### src/rtl/core/afc_pkg.sv
// Shared constants, types and helpers for the AABB frustum culling block.
package afc_pkg;

  localparam int COORD_BITS = 24;
  localparam int PLANE_BITS = 16;
  localparam int COORD_FRAC = 8;
  localparam int NUM_PLANES = 6;
  localparam int NUM_AXES   = 3;
  localparam int LANE_BITS  = 16;
  localparam int REG_BITS   = 4 * LANE_BITS;
  localparam int CFG_IDX_BITS = $clog2(NUM_PLANES);

  localparam int HALF_BITS  = COORD_BITS - 1;
  localparam int SPAN_BITS  = COORD_BITS + 1;
  localparam int PROD_BITS  = PLANE_BITS + SPAN_BITS;
  localparam int ACC_BITS   = PROD_BITS + 2;

  localparam int CENTER_LSB = 0;
  localparam int HALF_LSB   = NUM_AXES * COORD_BITS;
  localparam int IN_BITS    = NUM_AXES * (COORD_BITS + HALF_BITS);
  localparam int IN_TDATA_BITS  = ((IN_BITS + 7) / 8) * 8;
  localparam int OUT_TDATA_BITS = 8;

  localparam int COMP_W = 3;

  typedef logic [REG_BITS-1:0]          plane_reg_t;
  typedef logic signed [PLANE_BITS-1:0] comp_t;
  typedef logic signed [SPAN_BITS-1:0]  span_t;
  typedef logic signed [PROD_BITS-1:0]  prod_t;
  typedef logic signed [ACC_BITS-1:0]   acc_t;

  typedef struct packed {
    logic valid;
    logic last;
  } ctl_t;

  function automatic comp_t plane_comp(plane_reg_t r, int k);
    plane_comp = r[LANE_BITS*k +: PLANE_BITS];
  endfunction

endpackage

### src/rtl/core/afc_prep.sv
// Stage 1: forms center plus and minus half extent per axis.
module afc_prep (
  input  logic                                         clk_i,
  input  logic                                         rst_ni,
  input  logic                                         en_i,
  input  afc_pkg::ctl_t                                ctl_i,
  input  logic [afc_pkg::NUM_AXES-1:0][afc_pkg::COORD_BITS-1:0] center_i,
  input  logic [afc_pkg::NUM_AXES-1:0][afc_pkg::HALF_BITS-1:0]  half_i,
  output afc_pkg::ctl_t                                ctl_o,
  output afc_pkg::span_t [afc_pkg::NUM_AXES-1:0]       plus_o,
  output afc_pkg::span_t [afc_pkg::NUM_AXES-1:0]       minus_o
);

  afc_pkg::ctl_t ctl_q;
  afc_pkg::span_t [afc_pkg::NUM_AXES-1:0] plus_q, plus_d, minus_q, minus_d;

  always_comb begin
    for (int k = 0; k < afc_pkg::NUM_AXES; k++) begin
      plus_d[k]  = afc_pkg::span_t'($signed(center_i[k])) +
                   afc_pkg::span_t'({1'b0, half_i[k]});
      minus_d[k] = afc_pkg::span_t'($signed(center_i[k])) -
                   afc_pkg::span_t'({1'b0, half_i[k]});
    end
  end

  always_ff @(posedge clk_i or negedge rst_ni) begin
    if (!rst_ni) begin
      ctl_q <= '0;
    end else if (en_i) begin
      ctl_q <= ctl_i;
    end
  end

  always_ff @(posedge clk_i) begin
    if (en_i) begin
      plus_q  <= plus_d;
      minus_q <= minus_d;
    end
  end

  assign ctl_o   = ctl_q;
  assign plus_o  = plus_q;
  assign minus_o = minus_q;

endmodule

### config.mk
export PLATFORM = sky130hd
export DESIGN_NAME = afc_prep
export DESIGN_NICKNAME = d
export VERILOG_FILES = /design/src/rtl/core/afc_pkg.sv /design/src/rtl/core/afc_prep.sv
export SDC_FILE = /design/constraint.sdc
export NUM_CORES = 1
export LEC_CHECK = 0
export BUFFER_PORTS_ARGS = -buffer_cell sky130_fd_sc_hd__buf_4
export CAP_MARGIN = 5
export CELL_PAD_IN_SITES_DETAIL_PLACEMENT = 1
export CELL_PAD_IN_SITES_GLOBAL_PLACEMENT = 1
export CORE_UTILIZATION = 41
export CTS_BUF_LIST = sky130_fd_sc_hd__clkbuf_4 sky130_fd_sc_hd__clkbuf_8 sky130_fd_sc_hd__clkbuf_16
export DETAILED_ROUTE_END_ITERATION = 10
export GPL_TIMING_DRIVEN = 0
export PLACE_DENSITY_LB_ADDON = 0.1
export SYNTH_ARGS = -nofsm -noshare
export SYNTH_HDL_FRONTEND = slang
export SYNTH_SLANG_ARGS = --single-unit
export TNS_END_PERCENT = 5
### constraint.sdc
create_clock -name clk_i -period 1 [get_ports clk_i]
set_input_delay 0.15 -clock clk_i [delete_from_list [all_inputs] [get_ports clk_i]]
set_output_delay 0.15 -clock clk_i [all_outputs]
set_load 0.01 [all_outputs]
==> run metrics <==
outcome=finished with violations; failing checks=setup timing; DR WL/cell=~22 microns; synth warn=0; Slew HR=0.521; EDFF count, synth=about 150; largest net degree at the start of global routing=86; multi-input logic area=slightly below 8000 sq um; FP Rows=61; met2 Resource Use GR=0.483; Final Slew Violations=0; Tot GR Track Use=0.263; die width=~170 microns; Hold Violations, Final=0; f_max=454 MHz; CP max FO=2; Final Cycle Share=2.20; actual slew at the worst max-slew pin=0.713 ns; Worst Hold Class=in -> reg; final net count=1898; peak supply drop=1.01 mV; Initial Util=0.420; num ports=298; slowest stage delay, CP=around 0.52 ns; PwrDens=~1500 nW/um^2; GRT met1 Usage=0.295; Post-synth top flop=edfxtp_1; CTS Buffer Depth=2; buffer and inverter count on the worst path=2; Routed Antenna Nets=0; Mapped Avg Cell Area=9.48 sq um; post-DP HPWL=between 20 and 30 mm; worst path required time=about 1.2 ns; drt total wl=about 43 mm; crit end category=flip-flop; CP cell instances=buf_8 -> inv_6 -> ha_4 -> nor2b_4 -> o31a_1 -> or4_4 -> a311oi_4 -> o41ai_4 -> a21oi_2 -> o21ai_2 -> xor2_1; Crit-path slowest cell=or4_4; Arr. time, crit path=roughly 2.4 ns; drt pass-1 iters=6; DR iter-0 viols=roughly 660; TritonCTS Buffers=17; minimum clock period=2.20 ns; count of cell types in the netlist=72; max-cap violation count=0; RD Place Congestion=~0.87; startpoint types=input pin; critical path type=in -> reg; CTS sink count=149; worst skew pair latency=~0.44 ns; Core Footprint=about 28000 sq um; Root Driver=clkbuf_16; antenna violations before repair=1; Via density=about 5.5; Setup WS post-layout=-1.20 ns; Clock transition at path regs=about 0.070 ns; Reg2Reg Depth=1; total power=roughly 0.026 W; fill count=a little over 3000; Final setup viols=280; WP depth=11; GR Util met3=0.0615; sequential cell area fraction in the yosys report=0.381; sequential cell area=roughly 4500 sq um; number of global-route vias before repair=~11000; total number of vias=between 10000 and 15000; Setup TNS Final=-108.08 ns; Die Span Y=approximately 170 microns; Final Skew=0 ns; largest delay contributor family on the critical path=compound AO/OA/AOI/OAI gates; gr busiest metal=met2; asr flop ratio synth=0.0134; WHS Path Cells=2; grt ovf=0; number of port buffers=just under 300; dpl ws=-2.14 ns; RSZ-0062 raised after global routing=true; synthesized net count=approximately 1500; Synth Cell Area=around 12000 sq um; Syn Inst Count=~1200; Hold Slack=0.0287 ns; #FFs+latches synth=~150; drt drc=0; Leak=~7.6 nW; die area=just under 30000 sq um; fraction of layout cells with a size suffix above 1=0.407; H-tree depth=4; CTS tree=yes; final design utilization=0.639; first-pass GRT wire length=between 50 and 60 mm; P&R area growth vs syn=52.4%
-- through the flow --
step                      cell area [sq um]  instances
after floorplan                       11900       1236
after global placement                14600       1911
after detailed placement              14600       1912
after CTS                             16600       1979
after global routing                  17900       2000
final                                 17900       2000
-- synthesized netlist by cell type, types with 24 or more instances --
master    number  area (sq um)
ha_1         138          1730
nor3_1        24           120
nand2_1       45           169
a21o_1        25           188
o21bai_1      25           188
o21ai_0       36           180
a21oi_1      123           616
nor2_1       120           450
inv_1        128           480
xnor2_1      100           876
edfxtp_1     147          4410
clkbuf_1      32           120
-- routing by layer --
layer | wire length, microns | vias up
met5 | 0 | -
met4 | 1360 | 0
met3 | 2210 | 85
met2 | 23000 | 322
met1 | 16600 | 5410
li1 | - | 5110
-- layout by cell type (no fill, tap or decap), types with 31 or more instances in the layout --
cell type and count:
a21oi_1 83, a21oi_2 31, buf_4 188, buf_6 177, edfxtp_1 147, ha_1 99, inv_1 108, nand2_1 40
nor2_1 107, xnor2_1 96
-- timing repair --
| action | 4_1_cts | 5_1_grt |
|---|---|---|
| buffers inserted | 46 | 24 |
| hold buffers | 3 | 0 |
| setup endpoints to repair | 364 | 366 |
| gates cloned | 0 | 0 |
| resized for setup | 258 | 259 |
| endpoints found under the hold margin | 4 | 0 |
| pin swaps | 106 | 75 |
-- final cells by class --
type                       count  share of cell area
antenna                        1            0.000140
clock inverter                13             0.00911
clock buffer                  19              0.0247
timing repair buffer         370               0.200
multi-input combinational    894               0.445
tap                          378              0.0265
inverter                     139              0.0319
sequential                   149               0.250
buffer                        37              0.0135
-- report_power, final --
group	internal (W)	leakage, nW	switching (W)
Combinational	0.00507	5.81	0.00525
Sequential	0.00823	1.46	0.000526
Clock	0.00418	0.297	0.00279
Total	0.0175	7.57	0.00856
-- path summary, 6_finish.rpt --
check                              from          end  slack, ns
min in group asynchronous        rst_ni     ctl_o[0]       0.05
min                        center_i[71]  minus_o[73]       0.03
min reg2reg                    ctl_o[1]     ctl_o[1]       0.54
max                          half_i[24]  minus_o[42]      -1.20
max reg2reg                    ctl_o[0]     ctl_o[0]       0.21
max in group asynchronous        rst_ni     ctl_o[1]       0.86
-- kinds of logic (layout without fill, tap and decap cells) --
| logic type | count (synthesis) | count (layout) | share of synthesized area |
|---|---|---|---|
| adders and majority gates | 144 | 144 | 0.158 |
| xor gates and xnor gates | 122 | 122 | 0.0912 |
| other | 0 | 1 | 0 |
| DFF | 149 | 149 | 0.381 |
| muxes | 2 | 2 | 0.00192 |
| and+or+nand+nor | 290 | 290 | 0.120 |
| AOI/OAI and AO/OA | 336 | 336 | 0.184 |
| buffers and inverters | 193 | 578 | 0.0646 |
-- flip-flops by register name (all words and copies together), names as in the netlist --
name	flops
ctl_o	2
plus_o	74
minus_o	73
Power figures use the tool's default switching activity.
