--- config.mk ---
export PLATFORM = sky130hd
export DESIGN_NAME = afc_sum
export DESIGN_NICKNAME = d
export VERILOG_FILES = /design/src/rtl/core/afc_pkg.sv /design/src/rtl/core/afc_sum.sv
export SDC_FILE = /design/constraint.sdc
export NUM_CORES = 1
export LEC_CHECK = 0
export BUFFER_PORTS_ARGS = -buffer_cell sky130_fd_sc_hd__clkbuf_2
export CAP_MARGIN = 40
export CORE_AREA = 4 4 440 442
export DETAILED_ROUTE_END_ITERATION = 10
export DIE_AREA = 0 0 444 446
export PLACE_DENSITY = 0.34
export SETUP_SLACK_MARGIN = 0.4
export SYNTH_ARGS = -nofsm -noshare
export SYNTH_HDL_FRONTEND = slang
export SYNTH_SLANG_ARGS = --single-unit
--- constraint.sdc ---
create_clock -name clk_i -period 1.86 [get_ports clk_i]
set_input_delay 0.372 -clock clk_i [delete_from_list [all_inputs] [get_ports clk_i]]
set_output_delay 0.372 -clock clk_i [all_outputs]
set_load 0.03 [all_outputs]
--- src/rtl/core/afc_pkg.sv ---
// Shared constants, types and helpers for the AABB frustum culling block.
package afc_pkg;

  localparam int COORD_BITS = 24;
  localparam int PLANE_BITS = 16;
  localparam int COORD_FRAC = 8;
  localparam int NUM_PLANES = 6;
  localparam int NUM_AXES   = 3;
  localparam int LANE_BITS  = 16;
  localparam int REG_BITS   = 4 * LANE_BITS;
  localparam int CFG_IDX_BITS = $clog2(NUM_PLANES);

  localparam int HALF_BITS  = COORD_BITS - 1;
  localparam int SPAN_BITS  = COORD_BITS + 1;
  localparam int PROD_BITS  = PLANE_BITS + SPAN_BITS;
  localparam int ACC_BITS   = PROD_BITS + 2;

  localparam int CENTER_LSB = 0;
  localparam int HALF_LSB   = NUM_AXES * COORD_BITS;
  localparam int IN_BITS    = NUM_AXES * (COORD_BITS + HALF_BITS);
  localparam int IN_TDATA_BITS  = ((IN_BITS + 7) / 8) * 8;
  localparam int OUT_TDATA_BITS = 8;

  localparam int COMP_W = 3;

  typedef logic [REG_BITS-1:0]          plane_reg_t;
  typedef logic signed [PLANE_BITS-1:0] comp_t;
  typedef logic signed [SPAN_BITS-1:0]  span_t;
  typedef logic signed [PROD_BITS-1:0]  prod_t;
  typedef logic signed [ACC_BITS-1:0]   acc_t;

  typedef struct packed {
    logic valid;
    logic last;
  } ctl_t;

  function automatic comp_t plane_comp(plane_reg_t r, int k);
    plane_comp = r[LANE_BITS*k +: PLANE_BITS];
  endfunction

endpackage

--- src/rtl/core/afc_sum.sv ---
// Stage 3: per-plane distance sum with offset, flags planes that reject the box.
module afc_sum (
  input  logic                                            clk_i,
  input  logic                                            rst_ni,
  input  logic                                            en_i,
  input  afc_pkg::ctl_t                                   ctl_i,
  input  afc_pkg::prod_t [afc_pkg::NUM_PLANES-1:0][afc_pkg::NUM_AXES-1:0] prod_i,
  input  afc_pkg::plane_reg_t [afc_pkg::NUM_PLANES-1:0]   planes_i,
  output afc_pkg::ctl_t                                   ctl_o,
  output logic [afc_pkg::NUM_PLANES-1:0]                  outside_o
);

  afc_pkg::ctl_t ctl_q;
  logic [afc_pkg::NUM_PLANES-1:0] outside_q, outside_d;

  always_comb begin
    afc_pkg::acc_t acc;
    for (int j = 0; j < afc_pkg::NUM_PLANES; j++) begin
      acc = afc_pkg::acc_t'(afc_pkg::plane_comp(planes_i[j], afc_pkg::COMP_W))
            <<< afc_pkg::COORD_FRAC;
      for (int k = 0; k < afc_pkg::NUM_AXES; k++) begin
        acc = acc + afc_pkg::acc_t'(prod_i[j][k]);
      end
      outside_d[j] = (acc > afc_pkg::acc_t'(0));
    end
  end

  always_ff @(posedge clk_i or negedge rst_ni) begin
    if (!rst_ni) begin
      ctl_q <= '0;
    end else if (en_i) begin
      ctl_q <= ctl_i;
    end
  end

  always_ff @(posedge clk_i) begin
    if (en_i) begin
      outside_q <= outside_d;
    end
  end

  assign ctl_o     = ctl_q;
  assign outside_o = outside_q;

endmodule

==> impl_table.tex <==
\begin{tabular}{lr}
\hline
Metric & Value \\
\hline
\multicolumn{2}{l}{\textbf{Status}} \\
\quad Outcome & complete, but fails checks \\
\quad Violated checks & setup timing \\
\multicolumn{2}{l}{\textbf{Clock tree}} \\
\quad Clock transition at path regs & $\sim$0.080 ns \\
\quad Clock insertion delay at the later pin of the skew report & 0.27 ns \\
\quad Worst-case clock buffer depth & 2 \\
\quad Inserted Clock Buffers & 3 \\
\quad Clock net sink count & 8 \\
\quad CTS tree & built \\
\quad Library cell used as clock root buffer & clkbuf\_16 \\
\quad Deepest level of the CTS H-tree & 1 \\
\multicolumn{2}{l}{\textbf{Setup path}} \\
\quad CP arrival & 4.77 ns \\
\quad Delay of the slowest cell on the worst path & 0.55 ns \\
\quad Maximum net fanout on the critical path & 3 \\
\quad Crit path cell chain & buf\_6 -> inv\_4 -> fa\_1 -> inv\_2 -> fa\_2 -> ha\_4 -> buf\_6 -> o211ai\_1 -> buf\_4 -> o211ai\_4 -> o221ai\_2 -> or4\_1 -> or4\_4 -> nor3\_4 -> nand4\_1 -> nor4\_2 -> nand4\_1 -> o41a\_1 \\
\quad Slowest CP cell & fa\_1 \\
\quad Kind of cell adding the most delay to the critical path & simple AND/OR/NAND/NOR gates \\
\quad WP buf/inv & 5 \\
\quad Start of the worst register-to-register path & ctl\_o[0]\$\_DFFE\_PN0P\_ \\
\quad Critical path origin & prod\_i[705] \\
\quad Required time of the critical path & approximately 1.9 ns \\
\quad Classification of the worst setup path & primary input to flop \\
\quad Critical path capture point type & flop \\
\quad Worst Setup Start Kind & primary input \\
\multicolumn{2}{l}{\textbf{Finish}} \\
\quad Multi-input gate area in the final layout & roughly 25000 µm² \\
\quad Layout Nets & 7484 \\
\quad Sequential Area & 230 µm² \\
\quad Final core occ & 23.8\% \\
\quad Number of fillers in the final layout & 21.3k \\
\quad Proportion of layout cells with a drive suffix above 1 & 36.8\% \\
\quad Area overhead of the layout relative to synthesis & 54.5\% \\
\quad Non-filler cells in the finished layout & between 8k and 9k \\
\multicolumn{2}{l}{\textbf{Detailed routing}} \\
\quad Wire length per cell after detailed routing & 17.7 µm \\
\quad Via density per instance & 3.95 \\
\quad Detailed-route DRC error count & 0 \\
\quad Total Routed Length & 144 mm \\
\quad Count of routing violations after the opening detailed-route iteration & 1300 \\
\quad Total vias in the final route & 32.1k \\
\quad Initial DRT Pass Iterations & 5 \\
\quad Remaining antenna violation count & 0 \\
\multicolumn{2}{l}{\textbf{Synthesis}} \\
\quad Leading register cell type out of synthesis & edfxtp\_1 \\
\quad Post-synth EDFFs & 6 \\
\quad Netlist area before placement & 29200 µm² \\
\quad Seq/Total Area, Yosys & 0.787\% \\
\quad Number of distinct library cell variants in the gate-level netlist after synthesis & 91 \\
\quad Proportion of netlist area held by the largest area contributor & a little under a third \\
\quad Seq cells post-synth & 8 \\
\quad Average cell area after synthesis & 7.50 µm² \\
\quad Share of flip-flops with an asynchronous set or reset & 25.0\% \\
\quad Cell taking the most area after synthesis & fa\_1 \\
\quad Most numerous cell in the Yosys netlist & inv\_1 \\
\quad Main area contributors after synthesis & fa\_1 31\%, inv\_1 16\%, ha\_1 12\% \\
\quad Top cells by instance count after synthesis & 1209 x inv\_1, 456 x fa\_1, 282 x ha\_1, 255 x a21oi\_1, 198 x nand2\_1 \\
\quad Number of cells produced by synthesis & 3899 \\
\quad Post-synthesis net count & between 5k and 6k \\
\quad Yosys Warn Count & 0 \\
\multicolumn{2}{l}{\textbf{Die}} \\
\quad Horizontal die dimension & 444 µm \\
\quad Initial core utilization & 15.4\% \\
\quad Core Rows & 160 \\
\quad I/O Pins & 1135 \\
\quad Die Span Y & $\sim$450 µm \\
\quad Standard cell core area & 190000 µm² \\
\quad Die Footprint & 198000 µm² \\
\multicolumn{2}{l}{\textbf{Placement}} \\
\quad Port bufs & 846 \\
\quad Global placer's final weighted congestion & 0.881 \\
\quad Detailed Place HPWL & $\sim$140 mm \\
\quad Cell count after placement & 8108 \\
\multicolumn{2}{l}{\textbf{Timing}} \\
\quad Worst clock skew & 0 ns \\
\quad Rel. slew slack & 54.6\% \\
\quad Period utilization & 255\% \\
\quad Shortest clock period the worst path allows after layout & 4.75 ns \\
\quad Final setup violation count & 6 \\
\quad Count of pins over their slew limit & 0 \\
\quad Maximum frequency from static timing analysis & about 210 MHz \\
\quad Setup ws final & -2.89 ns \\
\quad Number of endpoints with negative hold slack in the final report & 0 \\
\quad Worst Tran Pin Value & 0.675 ns \\
\quad Unrepaired setup endpoints after global routing & yes \\
\multicolumn{2}{l}{\textbf{Job}} \\
\quad Max Cap Viol & 0 \\
\multicolumn{2}{l}{\textbf{Power and ir drop}} \\
\quad Peak supply drop & 0.398 mV \\
\quad Power per unit of standard cell area & 939 nW/µm² \\
\quad Leak pwr & 24.6 nW \\
\multicolumn{2}{l}{\textbf{Global route}} \\
\quad Pin count of the biggest net entering global routing & 11 \\
\quad Global route total overflow & 0 \\
\quad Via count of the first global-routing pass & 35.2k \\
\quad GRT Total Usage & 14.1\% \\
\quad First-pass GRT wire length & 214 mm \\
\quad Number of antenna violations at the first check in global routing & 23 \\
\multicolumn{2}{l}{\textbf{Hold path}} \\
\quad Path category of the worst min-delay check & primary input to flop \\
\quad Launch point of the worst hold path & ctl\_i[1] \\
\hline
\end{tabular}
-- metrics by stage --
| stage | hold WS [ns] | power [mW] | setup slack [ns] | cell area [µm²] | TNS, ns |
|---|---|---|---|---|---|
| finish | 0.347 | 42.4 | -2.89 | 45200 | -16.07 |
| global route | 0.353 | 47.1 | -3.07 | 45200 | -17.40 |
| CTS | 0.328 | 42.1 | -2.90 | 44500 | -16.72 |
| detailed placement | 0.175 | 40.4 | -3.43 | 43900 | -19.92 |
| global placement | 0.176 | 40.6 | -3.46 | 43900 | -19.71 |
| floorplan | 0.0764 | 21.2 | -2.68 | 29600 | -14.45 |
-- area by class of cell --
cell class	instances	share of cell area, %
inverter	1209	10.1
antenna	4	0.0222
multi-input combinational	2577	56.0
sequential	8	0.509
clock buffer	4	0.174
timing repair buffer	1820	26.3
tap	2511	6.95
-- what timing repair did --
item                                    CTS  global route
setup buffers                             4            12
pin swaps                                29            57
hold buffers                              1             0
resized for setup                        89           105
endpoints found under the setup margin    8             8
hold endpoints to repair                  2             0
-- sequential cells by signal, summed over array words and instances (netlist names) --
| register | cells |
|---|---|
| outside_o | 6 |
| ctl_o | 2 |
-- logic make-up after synthesis --
logic type,synth area share [%]
XOR/XNOR,3.26
buffers and inverters,16.9
flip-flops,0.787
AO/OA/AOI/OAI,21.1
AND/OR/NAND/NOR,13.5
adder cells (fa/ha/maj),43.3
multiplexers,1.20
-- routing by layer --
metal | up-vias | part of all wire [%] | track usage [%] | wire length, µm
met4 | 6 | 0.81 | 1.03 | 1170
met2 | 769 | 49 | 25.5 | 71200
met1 | 15200 | 46 | 18.9 | 66200
li1 | 16100 | - | - | -
met3 | 73 | 4.0 | 1.42 | 5710
met5 | - | 0.026 | 0 | 37
-- cell usage in the layout (no fill, tap or decap), types with 18 or more instances in the layout --
| cell type | synthesis | layout |
|---|---|---|
| a21oi_2 | 1 | 24 |
| and3_1 | 34 | 34 |
| a21o_1 | 106 | 106 |
| o211ai_1 | 28 | 28 |
| nand2b_1 | 22 | 22 |
| mux2i_1 | 25 | 25 |
| nand3_1 | 64 | 64 |
| clkbuf_2 | 4 | 839 |
| buf_12 | 0 | 24 |
| nand2_1 | 198 | 191 |
| o21ai_0 | 172 | 156 |
| xnor2_1 | 63 | 62 |
| xor2_1 | 46 | 46 |
| nand4_1 | 77 | 77 |
| a31oi_1 | 35 | 30 |
| a211oi_1 | 32 | 22 |
| o22ai_1 | 19 | 18 |
| o21bai_1 | 31 | 28 |
| a21oi_1 | 255 | 230 |
| ha_4 | 0 | 30 |
| nor2_1 | 152 | 151 |
| fa_1 | 456 | 443 |
| o21a_1 | 44 | 44 |
| nor3_1 | 48 | 44 |
| a211o_1 | 19 | 19 |
| buf_4 | 0 | 949 |
| ha_1 | 282 | 244 |
| nor2b_1 | 27 | 27 |
| inv_1 | 1209 | 1195 |
-- final timing paths --
kind | slack (ns) | depth (start not counted) | to
max | -2.89 | 18 | outside_o[5]$_DFFE_PP_
min | 0.35 | 2 | ctl_o[1]$_DFFE_PN0P_
max reg2reg | 1.08 | 1 | ctl_o[0]$_DFFE_PN0P_
min reg2reg | 0.56 | 1 | ctl_o[0]$_DFFE_PN0P_
max in group asynchronous | 1.12 | 2 | ctl_o[0]$_DFFE_PN0P_
min in group asynchronous | 0.64 | 2 | ctl_o[1]$_DFFE_PN0P_
-- power by group --
part | internal (mW) | switching (mW) | total (mW) | leakage [nW]
Clock | 0.295 | 0.242 | 0.537 | 0.0382
Sequential | 0.308 | 0.105 | 0.413 | 0.0821
Combinational | 20.1 | 21.4 | 41.5 | 24.5
Note: power is estimated with default switching activity, not from simulation.
